<file path="src/design/ucs_pkg.sv">
// Package for the URI component splitter: character codes, part identifiers,
// datapath command and status types and the character-class function.
// No dependencies.
package ucs_pkg;

  localparam logic [7:0] CH_NUL    = 8'h00;
  localparam logic [7:0] CH_HASH   = 8'h23;
  localparam logic [7:0] CH_SLASH  = 8'h2F;
  localparam logic [7:0] CH_COLON  = 8'h3A;
  localparam logic [7:0] CH_QMARK  = 8'h3F;
  localparam logic [7:0] CH_AT     = 8'h40;
  localparam logic [7:0] CH_LBRACK = 8'h5B;
  localparam logic [7:0] CH_RBRACK = 8'h5D;

  localparam logic [2:0] PART_SCHEME = 3'd0;
  localparam logic [2:0] PART_USER   = 3'd1;
  localparam logic [2:0] PART_HOST   = 3'd2;
  localparam logic [2:0] PART_PORT   = 3'd3;
  localparam logic [2:0] PART_QUERY  = 3'd4;
  localparam logic [2:0] PART_FRAG   = 3'd5;
  localparam logic [2:0] PART_PATH   = 3'd6;
  localparam logic [2:0] PART_DONE   = 3'd7;

  typedef enum logic [4:0] {
    CMD_NONE,
    CMD_LOAD,
    CMD_INC,
    CMD_SCHEME_END,
    CMD_NOAUTH,
    CMD_AUTH,
    CMD_HOST_BEGIN,
    CMD_AT,
    CMD_COLON,
    CMD_QMARK_AUTH,
    CMD_HASH_AUTH,
    CMD_SLASH,
    CMD_NUL,
    CMD_END_AUTH,
    CMD_TAIL_Q,
    CMD_HASH_TAIL,
    CMD_TAIL_END,
    CMD_CK_START,
    CMD_CK_NEXT,
    CMD_HOST_BR,
    CMD_EMIT,
    CMD_FAIL_OUT
  } dp_op_t;

  typedef enum logic [1:0] {
    ADDR_I,
    ADDR_I_PLUS,
    ADDR_I_MINUS,
    ADDR_HOST
  } addr_sel_t;

  typedef struct packed {
    dp_op_t    op;
    addr_sel_t asel;
  } dp_cmd_t;

  typedef struct packed {
    logic [7:0] ch;
    logic       i_ge_n;
    logic       i_zero;
    logic       i1_lt_n;
    logic       skip;
    logic       ck_done;
    logic       ck_last;
    logic       ck_ok;
    logic       emit_last;
    logic       out_free;
    logic       ovf_now;
  } dp_status_t;

  // Character classes of the scheme, userinfo, host and port parts.
  function automatic logic class_ok(input logic [2:0] part, input logic [7:0] c);
    logic alnum;
    logic base;
    logic res;
    alnum = c inside {[8'h30:8'h39], [8'h41:8'h5A], [8'h61:8'h7A]};
    base  = alnum || (c inside {8'h21, [8'h24:8'h2E], 8'h3A, 8'h3B, 8'h3D, 8'h5F, 8'h7E});
    case (part)
      PART_PORT:   res = c inside {[8'h30:8'h39]};
      PART_SCHEME: res = alnum || (c inside {8'h2B, 8'h2D, 8'h2E});
      PART_HOST:   res = base || (c inside {CH_LBRACK, CH_RBRACK});
      default:     res = base;
    endcase
    return res;
  endfunction

endpackage

</file>
<file path="src/design/ucs_channels.sv">
// Stream interfaces of the URI component splitter: the text channel that
// carries one byte per transaction and the channel that carries part results.
// No dependencies.
interface ucs_text_if;
  logic       valid;
  logic       ready;
  logic [7:0] in_byte;
  logic       in_last;
  modport source(output valid, in_byte, in_last, input ready);
  modport sink(input valid, in_byte, in_last, output ready);
endinterface

interface ucs_part_if;
  logic       valid;
  logic       ready;
  logic [2:0] part_id;
  logic [8:0] part_start;
  logic [8:0] part_length;
  logic       ok;
  logic       out_last;
  modport source(output valid, part_id, part_start, part_length, ok, out_last,
                 input ready);
  modport sink(input valid, part_id, part_start, part_length, ok, out_last,
               output ready);
endinterface

</file>
<file path="src/design/ucs_ctrl.sv">
// Controller of the URI component splitter: sequences loading, the boundary
// scans, the character-class pass and result emission.
// Depends on ucs_pkg.
module ucs_ctrl (
  input  logic                 clk,
  input  logic                 rst,
  input  logic                 in_valid,
  input  logic                 in_last,
  output logic                 in_ready,
  output ucs_pkg::dp_cmd_t     cmd,
  input  ucs_pkg::dp_status_t  status
);

  typedef enum logic [26:0] {
    ST_LOAD     = 27'd1 << 0,
    ST_SC_RD    = 27'd1 << 1,
    ST_SC_EV    = 27'd1 << 2,
    ST_AU0_RD   = 27'd1 << 3,
    ST_AU0_EV   = 27'd1 << 4,
    ST_AU1_RD   = 27'd1 << 5,
    ST_AU1_EV   = 27'd1 << 6,
    ST_AU2_RD   = 27'd1 << 7,
    ST_AU2_EV   = 27'd1 << 8,
    ST_LP_RD    = 27'd1 << 9,
    ST_LP_EV    = 27'd1 << 10,
    ST_AT_RD    = 27'd1 << 11,
    ST_AT_EV    = 27'd1 << 12,
    ST_CO_RD    = 27'd1 << 13,
    ST_CO_EV    = 27'd1 << 14,
    ST_END_AUTH = 27'd1 << 15,
    ST_TL_RD    = 27'd1 << 16,
    ST_TL_EV    = 27'd1 << 17,
    ST_QW_CHK   = 27'd1 << 18,
    ST_QW_EV    = 27'd1 << 19,
    ST_CK_INIT  = 27'd1 << 20,
    ST_CK_RD    = 27'd1 << 21,
    ST_CK_EV    = 27'd1 << 22,
    ST_HB_RD    = 27'd1 << 23,
    ST_HB_EV    = 27'd1 << 24,
    ST_EMIT     = 27'd1 << 25,
    ST_FAIL     = 27'd1 << 26
  } state_t;

  state_t state;
  state_t state_next;

  always_ff @(posedge clk) begin
    if (rst) begin
      state <= ST_LOAD;
    end else begin
      state <= state_next;
    end
  end

  always_comb begin
    state_next = state;
    in_ready   = 1'b0;
    cmd.op     = ucs_pkg::CMD_NONE;
    cmd.asel   = ucs_pkg::ADDR_I;
    case (state)
      ST_LOAD: begin
        in_ready = 1'b1;
        if (in_valid) begin
          cmd.op = ucs_pkg::CMD_LOAD;
          if (in_last) begin
            state_next = status.ovf_now ? ST_FAIL : ST_SC_RD;
          end
        end
      end
      ST_SC_RD: state_next = ST_SC_EV;
      ST_SC_EV: begin
        if (status.i_ge_n) begin
          state_next = ST_FAIL;
        end else if (status.ch == ucs_pkg::CH_COLON) begin
          if (status.i_zero) begin
            state_next = ST_FAIL;
          end else begin
            cmd.op     = ucs_pkg::CMD_SCHEME_END;
            state_next = ST_AU0_RD;
          end
        end else begin
          cmd.op     = ucs_pkg::CMD_INC;
          state_next = ST_SC_RD;
        end
      end
      ST_AU0_RD: state_next = ST_AU0_EV;
      ST_AU0_EV: begin
        if (status.ch == ucs_pkg::CH_SLASH) begin
          state_next = ST_AU1_RD;
        end else begin
          cmd.op     = ucs_pkg::CMD_NOAUTH;
          state_next = ST_END_AUTH;
        end
      end
      ST_AU1_RD: begin
        cmd.asel   = ucs_pkg::ADDR_I_PLUS;
        state_next = ST_AU1_EV;
      end
      ST_AU1_EV: begin
        if (status.ch == ucs_pkg::CH_SLASH) begin
          cmd.op     = ucs_pkg::CMD_AUTH;
          state_next = ST_AU2_RD;
        end else begin
          cmd.op     = ucs_pkg::CMD_NOAUTH;
          state_next = ST_END_AUTH;
        end
      end
      ST_AU2_RD: state_next = ST_AU2_EV;
      ST_AU2_EV: begin
        cmd.op     = ucs_pkg::CMD_HOST_BEGIN;
        state_next = ST_LP_RD;
      end
      ST_LP_RD: state_next = ST_LP_EV;
      ST_LP_EV: begin
        case (status.ch)
          ucs_pkg::CH_AT:    state_next = ST_AT_RD;
          ucs_pkg::CH_COLON: state_next = ST_CO_RD;
          ucs_pkg::CH_QMARK: begin
            cmd.op     = ucs_pkg::CMD_QMARK_AUTH;
            state_next = ST_LP_RD;
          end
          ucs_pkg::CH_HASH: begin
            cmd.op     = ucs_pkg::CMD_HASH_AUTH;
            state_next = ST_CK_INIT;
          end
          ucs_pkg::CH_SLASH: begin
            cmd.op     = ucs_pkg::CMD_SLASH;
            state_next = status.skip ? ST_LP_RD : ST_END_AUTH;
          end
          ucs_pkg::CH_NUL: begin
            cmd.op     = ucs_pkg::CMD_NUL;
            state_next = ST_END_AUTH;
          end
          default: begin
            cmd.op     = ucs_pkg::CMD_INC;
            state_next = ST_LP_RD;
          end
        endcase
      end
      ST_AT_RD: begin
        cmd.asel   = ucs_pkg::ADDR_I_PLUS;
        state_next = ST_AT_EV;
      end
      ST_AT_EV: begin
        cmd.op     = ucs_pkg::CMD_AT;
        state_next = ST_LP_RD;
      end
      ST_CO_RD: begin
        cmd.asel   = ucs_pkg::ADDR_I_MINUS;
        state_next = ST_CO_EV;
      end
      ST_CO_EV: begin
        cmd.op     = ucs_pkg::CMD_COLON;
        state_next = ST_LP_RD;
      end
      ST_END_AUTH: begin
        cmd.op     = ucs_pkg::CMD_END_AUTH;
        state_next = status.skip ? ST_CK_INIT : ST_TL_RD;
      end
      ST_TL_RD: state_next = ST_TL_EV;
      ST_TL_EV: begin
        if (status.i_ge_n) begin
          cmd.op     = ucs_pkg::CMD_TAIL_END;
          state_next = ST_CK_INIT;
        end else if (status.ch == ucs_pkg::CH_QMARK) begin
          cmd.op     = ucs_pkg::CMD_TAIL_Q;
          state_next = ST_QW_CHK;
        end else if (status.ch == ucs_pkg::CH_HASH) begin
          cmd.op     = ucs_pkg::CMD_HASH_TAIL;
          state_next = ST_CK_INIT;
        end else begin
          cmd.op     = ucs_pkg::CMD_INC;
          state_next = ST_TL_RD;
        end
      end
      ST_QW_CHK: begin
        // Step forward and read the byte stepped onto; stay in this loop while a byte remains.
        cmd.op   = ucs_pkg::CMD_INC;
        cmd.asel = ucs_pkg::ADDR_I_PLUS;
        state_next = status.i1_lt_n ? ST_QW_EV : ST_TL_RD;
      end
      ST_QW_EV: begin
        if (status.ch == ucs_pkg::CH_HASH) begin
          cmd.op     = ucs_pkg::CMD_HASH_TAIL;
          state_next = ST_CK_INIT;
        end else begin
          state_next = ST_QW_CHK;
        end
      end
      ST_CK_INIT: begin
        cmd.op     = ucs_pkg::CMD_CK_START;
        state_next = ST_CK_RD;
      end
      ST_CK_RD: begin
        if (status.ck_done) begin
          if (status.ck_last) begin
            state_next = ST_HB_RD;
          end else begin
            cmd.op = ucs_pkg::CMD_CK_NEXT;
          end
        end else begin
          state_next = ST_CK_EV;
        end
      end
      ST_CK_EV: begin
        if (!status.ck_ok) begin
          state_next = ST_FAIL;
        end else begin
          cmd.op     = ucs_pkg::CMD_INC;
          state_next = ST_CK_RD;
        end
      end
      ST_HB_RD: begin
        cmd.asel   = ucs_pkg::ADDR_HOST;
        state_next = ST_HB_EV;
      end
      ST_HB_EV: begin
        cmd.op     = ucs_pkg::CMD_HOST_BR;
        state_next = ST_EMIT;
      end
      ST_EMIT: begin
        if (status.out_free) begin
          cmd.op = ucs_pkg::CMD_EMIT;
          if (status.emit_last) begin
            state_next = ST_LOAD;
          end
        end
      end
      ST_FAIL: begin
        if (status.out_free) begin
          cmd.op     = ucs_pkg::CMD_FAIL_OUT;
          state_next = ST_LOAD;
        end
      end
      default: state_next = ST_LOAD;
    endcase
  end

endmodule

</file>
<file path="src/design/ucs_datapath.sv">
// Datapath of the URI component splitter: text store, scan index, part
// boundary registers, character-class check and the result register.
// Depends on ucs_pkg.
module ucs_datapath #(
  parameter int MAX_LEN = 256
) (
  input  logic                clk,
  input  logic                rst,
  input  ucs_pkg::dp_cmd_t    cmd,
  output ucs_pkg::dp_status_t status,
  input  logic [7:0]          in_byte,
  input  logic                in_last,
  input  logic                out_ready,
  output logic                out_valid,
  output logic [2:0]          part_id,
  output logic [8:0]          part_start,
  output logic [8:0]          part_length,
  output logic                ok,
  output logic                out_last
);

  localparam int AW = $clog2(MAX_LEN);
  localparam int CW = $clog2(MAX_LEN + 1);
  localparam int IW = $clog2(MAX_LEN) + 2;

  logic [7:0]    mem [MAX_LEN];
  logic [7:0]    rd_data;
  logic [IW-1:0] rd_addr;
  logic [IW-1:0] rd_addr_q;

  logic [CW-1:0] count;
  logic [CW-1:0] n;
  logic          zero_seen;
  logic          overflow;

  logic [IW-1:0] i;
  logic [IW-1:0] sb [8];
  logic [IW-1:0] se [8];
  logic [2:0]    pre;
  logic          ipv6;
  logic          skip;
  logic [2:0]    p;
  logic          host_br;

  logic [IW-1:0] n_i;
  logic [IW-1:0] i_plus;
  logic [7:0]    ch;
  logic          colon_v6;
  logic          clear_text;
  logic          store_ok;
  logic [IW-1:0] em_s;
  logic [IW-1:0] em_e;
  logic [IW-1:0] em_len;
  logic [IW-1:0] em_start;
  logic [IW-1:0] em_length;

  assign n_i      = IW'(n);
  assign i_plus   = i + IW'(1);
  assign store_ok = count < CW'(MAX_LEN);

  always_comb begin
    case (cmd.asel)
      ucs_pkg::ADDR_I_PLUS:  rd_addr = i_plus;
      ucs_pkg::ADDR_I_MINUS: rd_addr = i - IW'(1);
      ucs_pkg::ADDR_HOST:    rd_addr = sb[ucs_pkg::PART_HOST];
      default:               rd_addr = i;
    endcase
  end

  // Text store: one write port for loading, one registered read port.
  always_ff @(posedge clk) begin
    if (cmd.op == ucs_pkg::CMD_LOAD && store_ok) begin
      mem[count[AW-1:0]] <= in_byte;
    end
    rd_data   <= mem[rd_addr[AW-1:0]];
    rd_addr_q <= rd_addr;
  end

  // Bytes at or past the first zero byte read as zero.
  assign ch       = (rd_addr_q < n_i) ? rd_data : ucs_pkg::CH_NUL;
  assign colon_v6 = (ch == ucs_pkg::CH_RBRACK) ? 1'b0 : ipv6;

  // Result fields of the part selected by p.
  always_comb begin
    em_s   = sb[p];
    em_e   = se[p];
    em_len = (em_e > em_s) ? em_e - em_s : '0;
    em_start  = em_s;
    em_length = em_len;
    if (p == ucs_pkg::PART_HOST && em_len != '0 && host_br) begin
      em_start  = em_s + IW'(1);
      em_length = (em_len >= IW'(2)) ? em_len - IW'(2) : '0;
    end
    if (em_length == '0) begin
      em_start = '0;
    end
  end

  assign clear_text = (cmd.op == ucs_pkg::CMD_FAIL_OUT) ||
                      (cmd.op == ucs_pkg::CMD_EMIT && p == ucs_pkg::PART_PATH);

  always_ff @(posedge clk) begin
    if (rst) begin
      count     <= '0;
      n         <= '0;
      zero_seen <= 1'b0;
      overflow  <= 1'b0;
      out_valid <= 1'b0;
    end else begin
      if (cmd.op == ucs_pkg::CMD_LOAD) begin
        if (store_ok) begin
          count <= count + CW'(1);
          if (!zero_seen) begin
            if (in_byte == ucs_pkg::CH_NUL) begin
              zero_seen <= 1'b1;
            end else begin
              n <= n + CW'(1);
            end
          end
        end else begin
          overflow <= 1'b1;
        end
      end
      if (cmd.op == ucs_pkg::CMD_EMIT || cmd.op == ucs_pkg::CMD_FAIL_OUT) begin
        out_valid <= 1'b1;
      end else if (out_ready) begin
        out_valid <= 1'b0;
      end
      if (clear_text) begin
        count     <= '0;
        n         <= '0;
        zero_seen <= 1'b0;
        overflow  <= 1'b0;
      end
    end
  end

  always_ff @(posedge clk) begin
    case (cmd.op)
      ucs_pkg::CMD_LOAD: begin
        if (in_last) begin
          for (int k = 0; k < 8; k++) begin
            sb[k] <= '0;
            se[k] <= '0;
          end
          i    <= '0;
          pre  <= ucs_pkg::PART_PATH;
          ipv6 <= 1'b0;
          skip <= 1'b0;
        end
      end
      ucs_pkg::CMD_INC: i <= i_plus;
      ucs_pkg::CMD_SCHEME_END: begin
        se[ucs_pkg::PART_SCHEME] <= i;
        i <= i_plus;
      end
      ucs_pkg::CMD_NOAUTH: begin
        pre <= ucs_pkg::PART_PATH;
        sb[ucs_pkg::PART_PATH] <= i;
      end
      ucs_pkg::CMD_AUTH: begin
        pre <= ucs_pkg::PART_HOST;
        i   <= i + IW'(2);
      end
      ucs_pkg::CMD_HOST_BEGIN: begin
        if (ch == ucs_pkg::CH_LBRACK) begin
          ipv6 <= 1'b1;
        end else begin
          sb[ucs_pkg::PART_USER] <= i;
        end
        sb[ucs_pkg::PART_HOST] <= i;
      end
      ucs_pkg::CMD_AT: begin
        if (ch == ucs_pkg::CH_LBRACK) begin
          ipv6 <= 1'b1;
        end
        se[ucs_pkg::PART_USER] <= i;
        sb[ucs_pkg::PART_HOST] <= i_plus;
        pre <= ucs_pkg::PART_HOST;
        i   <= i_plus;
      end
      ucs_pkg::CMD_COLON: begin
        ipv6 <= colon_v6;
        if (!colon_v6) begin
          se[ucs_pkg::PART_HOST] <= i;
          sb[ucs_pkg::PART_PORT] <= i_plus;
          pre <= ucs_pkg::PART_PORT;
        end
        i <= i_plus;
      end
      ucs_pkg::CMD_QMARK_AUTH: begin
        se[pre] <= i;
        sb[ucs_pkg::PART_QUERY] <= i_plus;
        pre  <= ucs_pkg::PART_QUERY;
        skip <= 1'b1;
        i    <= i_plus;
      end
      ucs_pkg::CMD_HASH_AUTH: begin
        se[pre] <= i;
        sb[ucs_pkg::PART_FRAG] <= i_plus;
        se[ucs_pkg::PART_FRAG] <= n_i;
        pre  <= ucs_pkg::PART_DONE;
        skip <= 1'b1;
      end
      ucs_pkg::CMD_SLASH: begin
        if (!skip) begin
          sb[ucs_pkg::PART_PATH] <= i;
        end else begin
          i <= i_plus;
        end
      end
      ucs_pkg::CMD_NUL: skip <= 1'b1;
      ucs_pkg::CMD_END_AUTH: begin
        if (pre != ucs_pkg::PART_DONE) begin
          se[pre] <= i;
        end
        if (!skip) begin
          pre <= ucs_pkg::PART_PATH;
        end
      end
      ucs_pkg::CMD_TAIL_Q: begin
        se[ucs_pkg::PART_PATH] <= i;
        sb[ucs_pkg::PART_QUERY] <= i_plus;
        pre <= ucs_pkg::PART_QUERY;
      end
      ucs_pkg::CMD_HASH_TAIL: begin
        se[pre] <= i;
        sb[ucs_pkg::PART_FRAG] <= i_plus;
        se[ucs_pkg::PART_FRAG] <= n_i;
        pre <= ucs_pkg::PART_FRAG;
      end
      ucs_pkg::CMD_TAIL_END: se[pre] <= n_i;
      ucs_pkg::CMD_CK_START: begin
        p <= ucs_pkg::PART_SCHEME;
        i <= sb[ucs_pkg::PART_SCHEME];
      end
      ucs_pkg::CMD_CK_NEXT: begin
        p <= p + 3'd1;
        i <= sb[p + 3'd1];
      end
      ucs_pkg::CMD_HOST_BR: begin
        host_br <= (ch == ucs_pkg::CH_LBRACK);
        p       <= ucs_pkg::PART_SCHEME;
      end
      ucs_pkg::CMD_EMIT: begin
        part_id     <= p;
        part_start  <= 9'(em_start);
        part_length <= 9'(em_length);
        ok          <= 1'b1;
        out_last    <= (p == ucs_pkg::PART_PATH);
        p           <= p + 3'd1;
      end
      ucs_pkg::CMD_FAIL_OUT: begin
        part_id     <= ucs_pkg::PART_SCHEME;
        part_start  <= '0;
        part_length <= '0;
        ok          <= 1'b0;
        out_last    <= 1'b1;
      end
      default: ;
    endcase
  end

  assign status.ch        = ch;
  assign status.i_ge_n    = i >= n_i;
  assign status.i_zero    = i == '0;
  assign status.i1_lt_n   = i_plus < n_i;
  assign status.skip      = skip;
  assign status.ck_done   = i >= se[p];
  assign status.ck_last   = p == ucs_pkg::PART_PORT;
  assign status.ck_ok     = ucs_pkg::class_ok(p, ch);
  assign status.emit_last = p == ucs_pkg::PART_PATH;
  assign status.out_free  = !out_valid || out_ready;
  assign status.ovf_now   = overflow || !store_ok;

endmodule

</file>
<file path="src/design/uri_component_splitter.sv">
// Loading takes one byte per transaction; after the last byte the controller
// scans the scheme, authority and tail, then checks each part byte against its
// character class, then emits one result per cycle while the output is free.
// Throughput: one URI at a time; the single read port of the text store sets
// the read-then-evaluate step. Reset clears the controller and the byte count; the
// text store itself is never cleared and holds no valid bits.
module uri_component_splitter #(
  parameter int MAX_LEN = 256
) (
  input logic           clk,
  input logic           rst,
  ucs_text_if.sink      text,
  ucs_part_if.source    parts
);

  // The controller steps through the parse as a sequence of read and
  // evaluate states. Every read of the text store is issued in one cycle
  // and its registered data is evaluated in the next.
  ucs_pkg::dp_cmd_t    cmd;
  ucs_pkg::dp_status_t status;

  ucs_ctrl u_ctrl (
    .clk      (clk),
    .rst      (rst),
    .in_valid (text.valid),
    .in_last  (text.in_last),
    .in_ready (text.ready),
    .cmd      (cmd),
    .status   (status)
  );

  // The datapath holds the text, the part boundaries and the result
  // register, which lets a result wait while the next URI loads.
  ucs_datapath #(
    .MAX_LEN (MAX_LEN)
  ) u_dp (
    .clk         (clk),
    .rst         (rst),
    .cmd         (cmd),
    .status      (status),
    .in_byte     (text.in_byte),
    .in_last     (text.in_last),
    .out_ready   (parts.ready),
    .out_valid   (parts.valid),
    .part_id     (parts.part_id),
    .part_start  (parts.part_start),
    .part_length (parts.part_length),
    .ok          (parts.ok),
    .out_last    (parts.out_last)
  );

  // A failed parse produces exactly one transaction, which closes the URI.
  assert property (@(posedge clk) disable iff (rst)
    parts.valid && !parts.ok |-> parts.out_last)
    else $error("failed parse result does not close the URI");

  // On success only the path part closes the URI.
  assert property (@(posedge clk) disable iff (rst)
    parts.valid && parts.ok |-> (parts.out_last == (parts.part_id == ucs_pkg::PART_PATH)))
    else $error("out_last does not match the path part");

  // An empty part always reports offset zero.
  assert property (@(posedge clk) disable iff (rst)
    parts.valid && parts.ok && parts.part_length == 9'd0 |-> parts.part_start == 9'd0)
    else $error("empty part has a nonzero start");

endmodule
</file>
<file path="src/flat_wrapper.sv">
// flat-port wrapper written by rule: the top's interface ports become plain ports
module uri_component_splitter_flat 
#(
  parameter int MAX_LEN = 256
)
  (clk, rst, text_valid, text_in_byte, text_in_last, text_ready, parts_valid, parts_part_id, parts_part_start, parts_part_length, parts_ok, parts_out_last, parts_ready);
  ucs_text_if text_i ();
  ucs_part_if parts_i ();
  input logic clk;
  input logic rst;
  input wire logic [$bits(text_i.valid)-1:0] text_valid;
  input wire logic [$bits(text_i.in_byte)-1:0] text_in_byte;
  input wire logic [$bits(text_i.in_last)-1:0] text_in_last;
  output wire logic [$bits(text_i.ready)-1:0] text_ready;
  output wire logic [$bits(parts_i.valid)-1:0] parts_valid;
  output wire logic [$bits(parts_i.part_id)-1:0] parts_part_id;
  output wire logic [$bits(parts_i.part_start)-1:0] parts_part_start;
  output wire logic [$bits(parts_i.part_length)-1:0] parts_part_length;
  output wire logic [$bits(parts_i.ok)-1:0] parts_ok;
  output wire logic [$bits(parts_i.out_last)-1:0] parts_out_last;
  input wire logic [$bits(parts_i.ready)-1:0] parts_ready;
  assign text_i.valid = text_valid;
  assign text_i.in_byte = text_in_byte;
  assign text_i.in_last = text_in_last;
  assign text_ready = text_i.ready;
  assign parts_valid = parts_i.valid;
  assign parts_part_id = parts_i.part_id;
  assign parts_part_start = parts_i.part_start;
  assign parts_part_length = parts_i.part_length;
  assign parts_ok = parts_i.ok;
  assign parts_out_last = parts_i.out_last;
  assign parts_i.ready = parts_ready;
  uri_component_splitter #(.MAX_LEN(MAX_LEN)) u_core (.clk(clk), .rst(rst), .text(text_i), .parts(parts_i));
endmodule
</file>
<file path="config.mk">
export PLATFORM = sky130hd
export DESIGN_NAME = uri_component_splitter_flat
export DESIGN_NICKNAME = d
export VERILOG_FILES = /design/src/design/ucs_pkg.sv /design/src/design/ucs_channels.sv /design/src/design/ucs_ctrl.sv /design/src/design/ucs_datapath.sv /design/src/design/uri_component_splitter.sv /design/src/flat_wrapper.sv
export SDC_FILE = /design/constraint.sdc
export NUM_CORES = 2
export LEC_CHECK = 0
export ABC_AREA = 0
export BUFFER_PORTS_ARGS = -buffer_cell sky130_fd_sc_hd__buf_4
export CELL_PAD_IN_SITES_DETAIL_PLACEMENT = 1
export CELL_PAD_IN_SITES_GLOBAL_PLACEMENT = 1
export CORE_ASPECT_RATIO = 0.9
export CORE_MARGIN = 2
export CORE_UTILIZATION = 45
export CTS_BUF_LIST = sky130_fd_sc_hd__clkbuf_16
export CTS_CLUSTER_SIZE = 24
export DETAILED_ROUTE_END_ITERATION = 10
export PLACE_DENSITY = 0.69
export SLEW_MARGIN = 15
export SYNTH_ARGS = -nofsm -noshare
export SYNTH_HDL_FRONTEND = slang
export SYNTH_SLANG_ARGS = --single-unit
</file>
<file path="constraint.sdc">
create_clock -name clk -period 17.2 [get_ports clk]
set_input_delay 3.44 -clock clk [delete_from_list [all_inputs] [get_ports clk]]
set_output_delay 3.44 -clock clk [all_outputs]
set_load 0.01 [all_outputs]
</file>
==> impl_results.md <==
* Largest net degree at the start of global routing at around 150
* Post-DR wirelength/cell at about 31 um
* Worst Hold Launch: u_core.u_dp.overflow$_SDFFE_PP0P_
* Final Skew at 71.0 ps
* Critical path cell sequence: or4_1 -> or4_4 -> nor4_1 -> nor3_1 -> buf_4 -> nand3_1 -> o22ai_4 -> buf_4 -> inv_8 -> buf_4 -> buf_12 -> buf_4 -> and3_1 -> a31oi_1 -> a22o_1 -> nor4_1 -> a31oi_1 -> a31oi_1 -> a311oi_1
* Logic pwr share at 23.6%
* Layout cells sized above 1 at 8.08%
* Worst EP arrival at 8750 ps
* Status: complete, no violations
* Buf/Inv on CP at 6
* Flops & latches, synth at around 2300
* Max-cap violation count at 0
* HP Class: flop to flop
* Max clock buf depth at 3
* Die Area at 0.220 mm^2
* Number of fill cells at 21900
* Synthesized area at 0.0975 mm^2
* Post-synth EDFFs at 2230
* Setup Crit Path Kind: flop to flop
* Cts hold-fix bufs at 0
* Setup-failing EPs final at 0
* Crit path top cell by count: buf_4
* Largest area contributor in the netlist: edfxtp_1
* Hold path endpoint: u_core.u_dp.overflow$_SDFFE_PP0P_
* Clock Power Share at around a third
* PostCTS Resize Cnt at 0
* Worst Tran Pin Value at 1250 ps
* Nets at 7964
* GRT Util Overall at 30.6%
* Synth area leaders: edfxtp_1 69%, nand2_1 8.2%, and3_1 2.3%, nand3_1 2.2%, nor2_1 2.0%
* Rel. slew slack at 15.8%
* Post-Route WL at 341000 um
* Worst-path fanout max at 104
* Post-route DRC at 0
* Port Buffers at 37
* Die Y at 446 um
* Routed Antenna Nets at 0
* Seq/Total Area, Yosys at a little over two thirds
* Post-Layout Cell Count at between 10000 and 15000
* Antenna violations before repair at 20
* Critical Path Start Type: flop
* M1 wire length at 137000 um
* Clock Pin Slew Worst Setup and Hold Paths at 60 ps
* Flop-to-flop setup slack at ~9000 ps
* Pwr per Cell Area at about 140 mW/mm^2
* Starting Density at approximately 45%
* Number of cells on the worst reg-to-reg path at 19
* P_int at approximately 0.01 W
* CTS tree: done
* Largest delay share family, worst path: simple AND/OR/NAND/NOR gates
* Reg-to-Reg Start: u_core.u_ctrl.state[16]$_SDFFE_PP0P_
* Syn Inst Count at 7981
* Via density at between 6 and 7
* Skew-Pair Late Insertion Delay at 910 ps
* Worst path required time at 17950 ps
* Placer Congestion at 0.917
* Top-count cell post-synth: edfxtp_1
* Post-synth ARST share at 0%
* H-tree levels at 4
* Synth cell count leaders: 2230 x edfxtp_1, 2130 x nand2_1, 510 x nor2_1
* Final Hold Viols at 0
* Sw frac at between 30% and 40%
* Iteration-0 DRC Markers at 8225
* Post-synth top area share at 68.7%
* DP Cell Count at 10500
* Hold Crit Depth at 2
* Worst VDD drop at between 100 and 150 uV
* R2r endpoint: u_core.u_dp.rd_data[2]$_DFF_P_
* Met2 Wirelength at 157000 um
* Period utilization at 46.5%
* First-pass GRT wire length at 494000 um
* Yosys warns at 0
* Rows at between 150 and 200
* Mean Syn Cell Area at 12.2 um^2
* Post-synthesis cell type count at 94
* Setup Buffers After CTS at 0
* Layout area overhead at 10.9%
* Sequential Power Share at 43.0%
* Unrepaired setup endpoints after global routing: no
* Nature of the critical path endpoint: flop
* Ports at 38
* CP max stage delay at 680 ps
* Final min period at 8000 ps
* Top FF cell, synth: edfxtp_1
* Vias in the first global route at 69300
* Met3 wirelength from detailed routing at 30400 um
* Post-DP HPWL at 212000 um
* Max Freq at around 130 MHz
* First-pass DRT Iterations at 7
* Num CTS Buffers at 231
* Die X at roughly 500 um
* Leak at 36.9 nW
* Syn_nets at around 8000
* Vias at approximately 70000
* Grt total ovfl at 0
* CP max stage cell: or4_1
* Clk sink count at 2299
* Uppermost routed layer: met5
* Root buf cell: clkbuf_16
* Sw Pwr at 0.00497 W
* Fin. max-slew vios at 0
* Final TNS setup at 0 ps
* Core ar. at ~0.22 mm^2
[through the flow]
step,hold slack [ps],instance area (um^2),worst slack (ps),total power [W],utilization [%]
floorplan,437,97500,10410,0.00827,-
global placement,448,101000,9370,0.00979,46.6
detailed placement,492,101000,9360,0.00986,46.7
CTS,504,108000,9320,0.0147,50.1
global route,552,108000,8720,0.0152,50.1
finish,514,108000,9200,0.0148,50.1
[cell usage in the layout (no fill, tap or decap), types with 21 or more instances in the layout]
| master | count |
|---|---|
| clkinv_2 | 48 |
| buf_4 | 187 |
| nor3_1 | 88 |
| o211ai_1 | 21 |
| a31oi_1 | 220 |
| nand3_1 | 419 |
| dfxtp_1 | 67 |
| mux2i_1 | 56 |
| nor4_1 | 56 |
| clkinv_1 | 53 |
| ha_1 | 64 |
| a211oi_1 | 32 |
| nor2b_1 | 32 |
| a22oi_1 | 34 |
| a311oi_1 | 172 |
| nand2_1 | 2130 |
| nor2_1 | 504 |
| clkbuf_16 | 233 |
| nand4_1 | 47 |
| inv_1 | 111 |
| xnor2_1 | 26 |
| a22o_1 | 47 |
| a21oi_1 | 218 |
| and3_1 | 354 |
| a221oi_1 | 44 |
| edfxtp_1 | 2230 |
| xor2_1 | 24 |
| o21ai_0 | 98 |
[power by group through the flow]
stage	sequential, W	combinational [W]	clock [W]
floorplan	0.00639	0.00188	0
global placement	0.00645	0.00334	0
detailed placement	0.00646	0.00340	0
CTS	0.00634	0.00342	0.00497
global route	0.00635	0.00364	0.00518
finish	0.00634	0.00348	0.00493
[registers in the layout, indices dropped and copies added (netlist names), 3 cells and up, named ones only]
name / cells
u_core.u_ctrl.state: 27
u_core.u_dp.count: 9
u_core.u_dp.i: 10
u_core.u_dp.mem: 2048
u_core.u_dp.n: 9
u_core.u_dp.p: 3
u_core.u_dp.part_id: 3
u_core.u_dp.part_length: 9
u_core.u_dp.part_start: 9
u_core.u_dp.pre: 3
u_core.u_dp.rd_addr_q: 10
u_core.u_dp.rd_data: 8
u_core.u_dp.sb: 60
u_core.u_dp.se: 80
[how the worst max path moves through the flow]
stage / depth (start not counted) / start / endpoint
finish: 19 / u_core.u_ctrl.state[16]$_SDFFE_PP0P_ / u_core.u_dp.rd_data[2]$_DFF_P_
global route: 19 / u_core.u_ctrl.state[1]$_SDFFE_PP0P_ / u_core.u_dp.rd_data[3]$_DFF_P_
CTS: 19 / u_core.u_ctrl.state[16]$_SDFFE_PP0P_ / u_core.u_dp.rd_data[3]$_DFF_P_
detailed placement: 13 / parts_ready / u_core.u_dp.se[3][2]$_SDFFCE_PN0P_
global placement: 19 / u_core.u_ctrl.state[17]$_SDFFE_PP0P_ / u_core.u_dp.rd_data[3]$_DFF_P_
floorplan: 10 / parts_ready / u_core.u_dp.se[4][0]$_SDFFCE_PN0P_
[layout make-up]
cell class | instances | area, um^2 | area share [%]
multi-input cells | 5079 | 26900 | 24.8
clock inverters | 195 | 1480 | 1.37
flip-flops and latches | 2299 | 68300 | 63.2
clock buffers | 233 | 5830 | 5.39
well taps | 2870 | 3590 | 3.32
inverters | 70 | 288 | 0.266
diodes | 6 | 15.0 | 0.0139
repair buffers | 205 | 1700 | 1.58
[worst min-delay path: cells and delay by family, from the launching register on]
family           cells  cell delay, ps
flip-flops           1             360
AND/OR/NAND/NOR      1              70
AO/OA/AOI/OAI        1              50
[metal layers]
layer / track usage (%) / vias to the layer above
li1: - / 29300
met1: 42.0 / 35800
met2: 47.7 / 3372
met3: 5.75 / 700
met4: 13.1 / 10
met5: 0 / -
[logic make-up (layout without fill, tap and decap cells)]
kind of cell / Yosys count / after routing / share of synthesized area (%)
simple gates: 3806 / 3806 / 17.2
flops: 2299 / 2299 / 70.1
compound gates: 1062 / 1062 / 7.61
buf+inv: 603 / 703 / 2.57
mux: 96 / 96 / 1.27
fa+ha+maj: 65 / 65 / 0.842
xor+xnor: 50 / 50 / 0.449
other cells: 0 / 6 / 0
(Power assumes the default switching activity.)
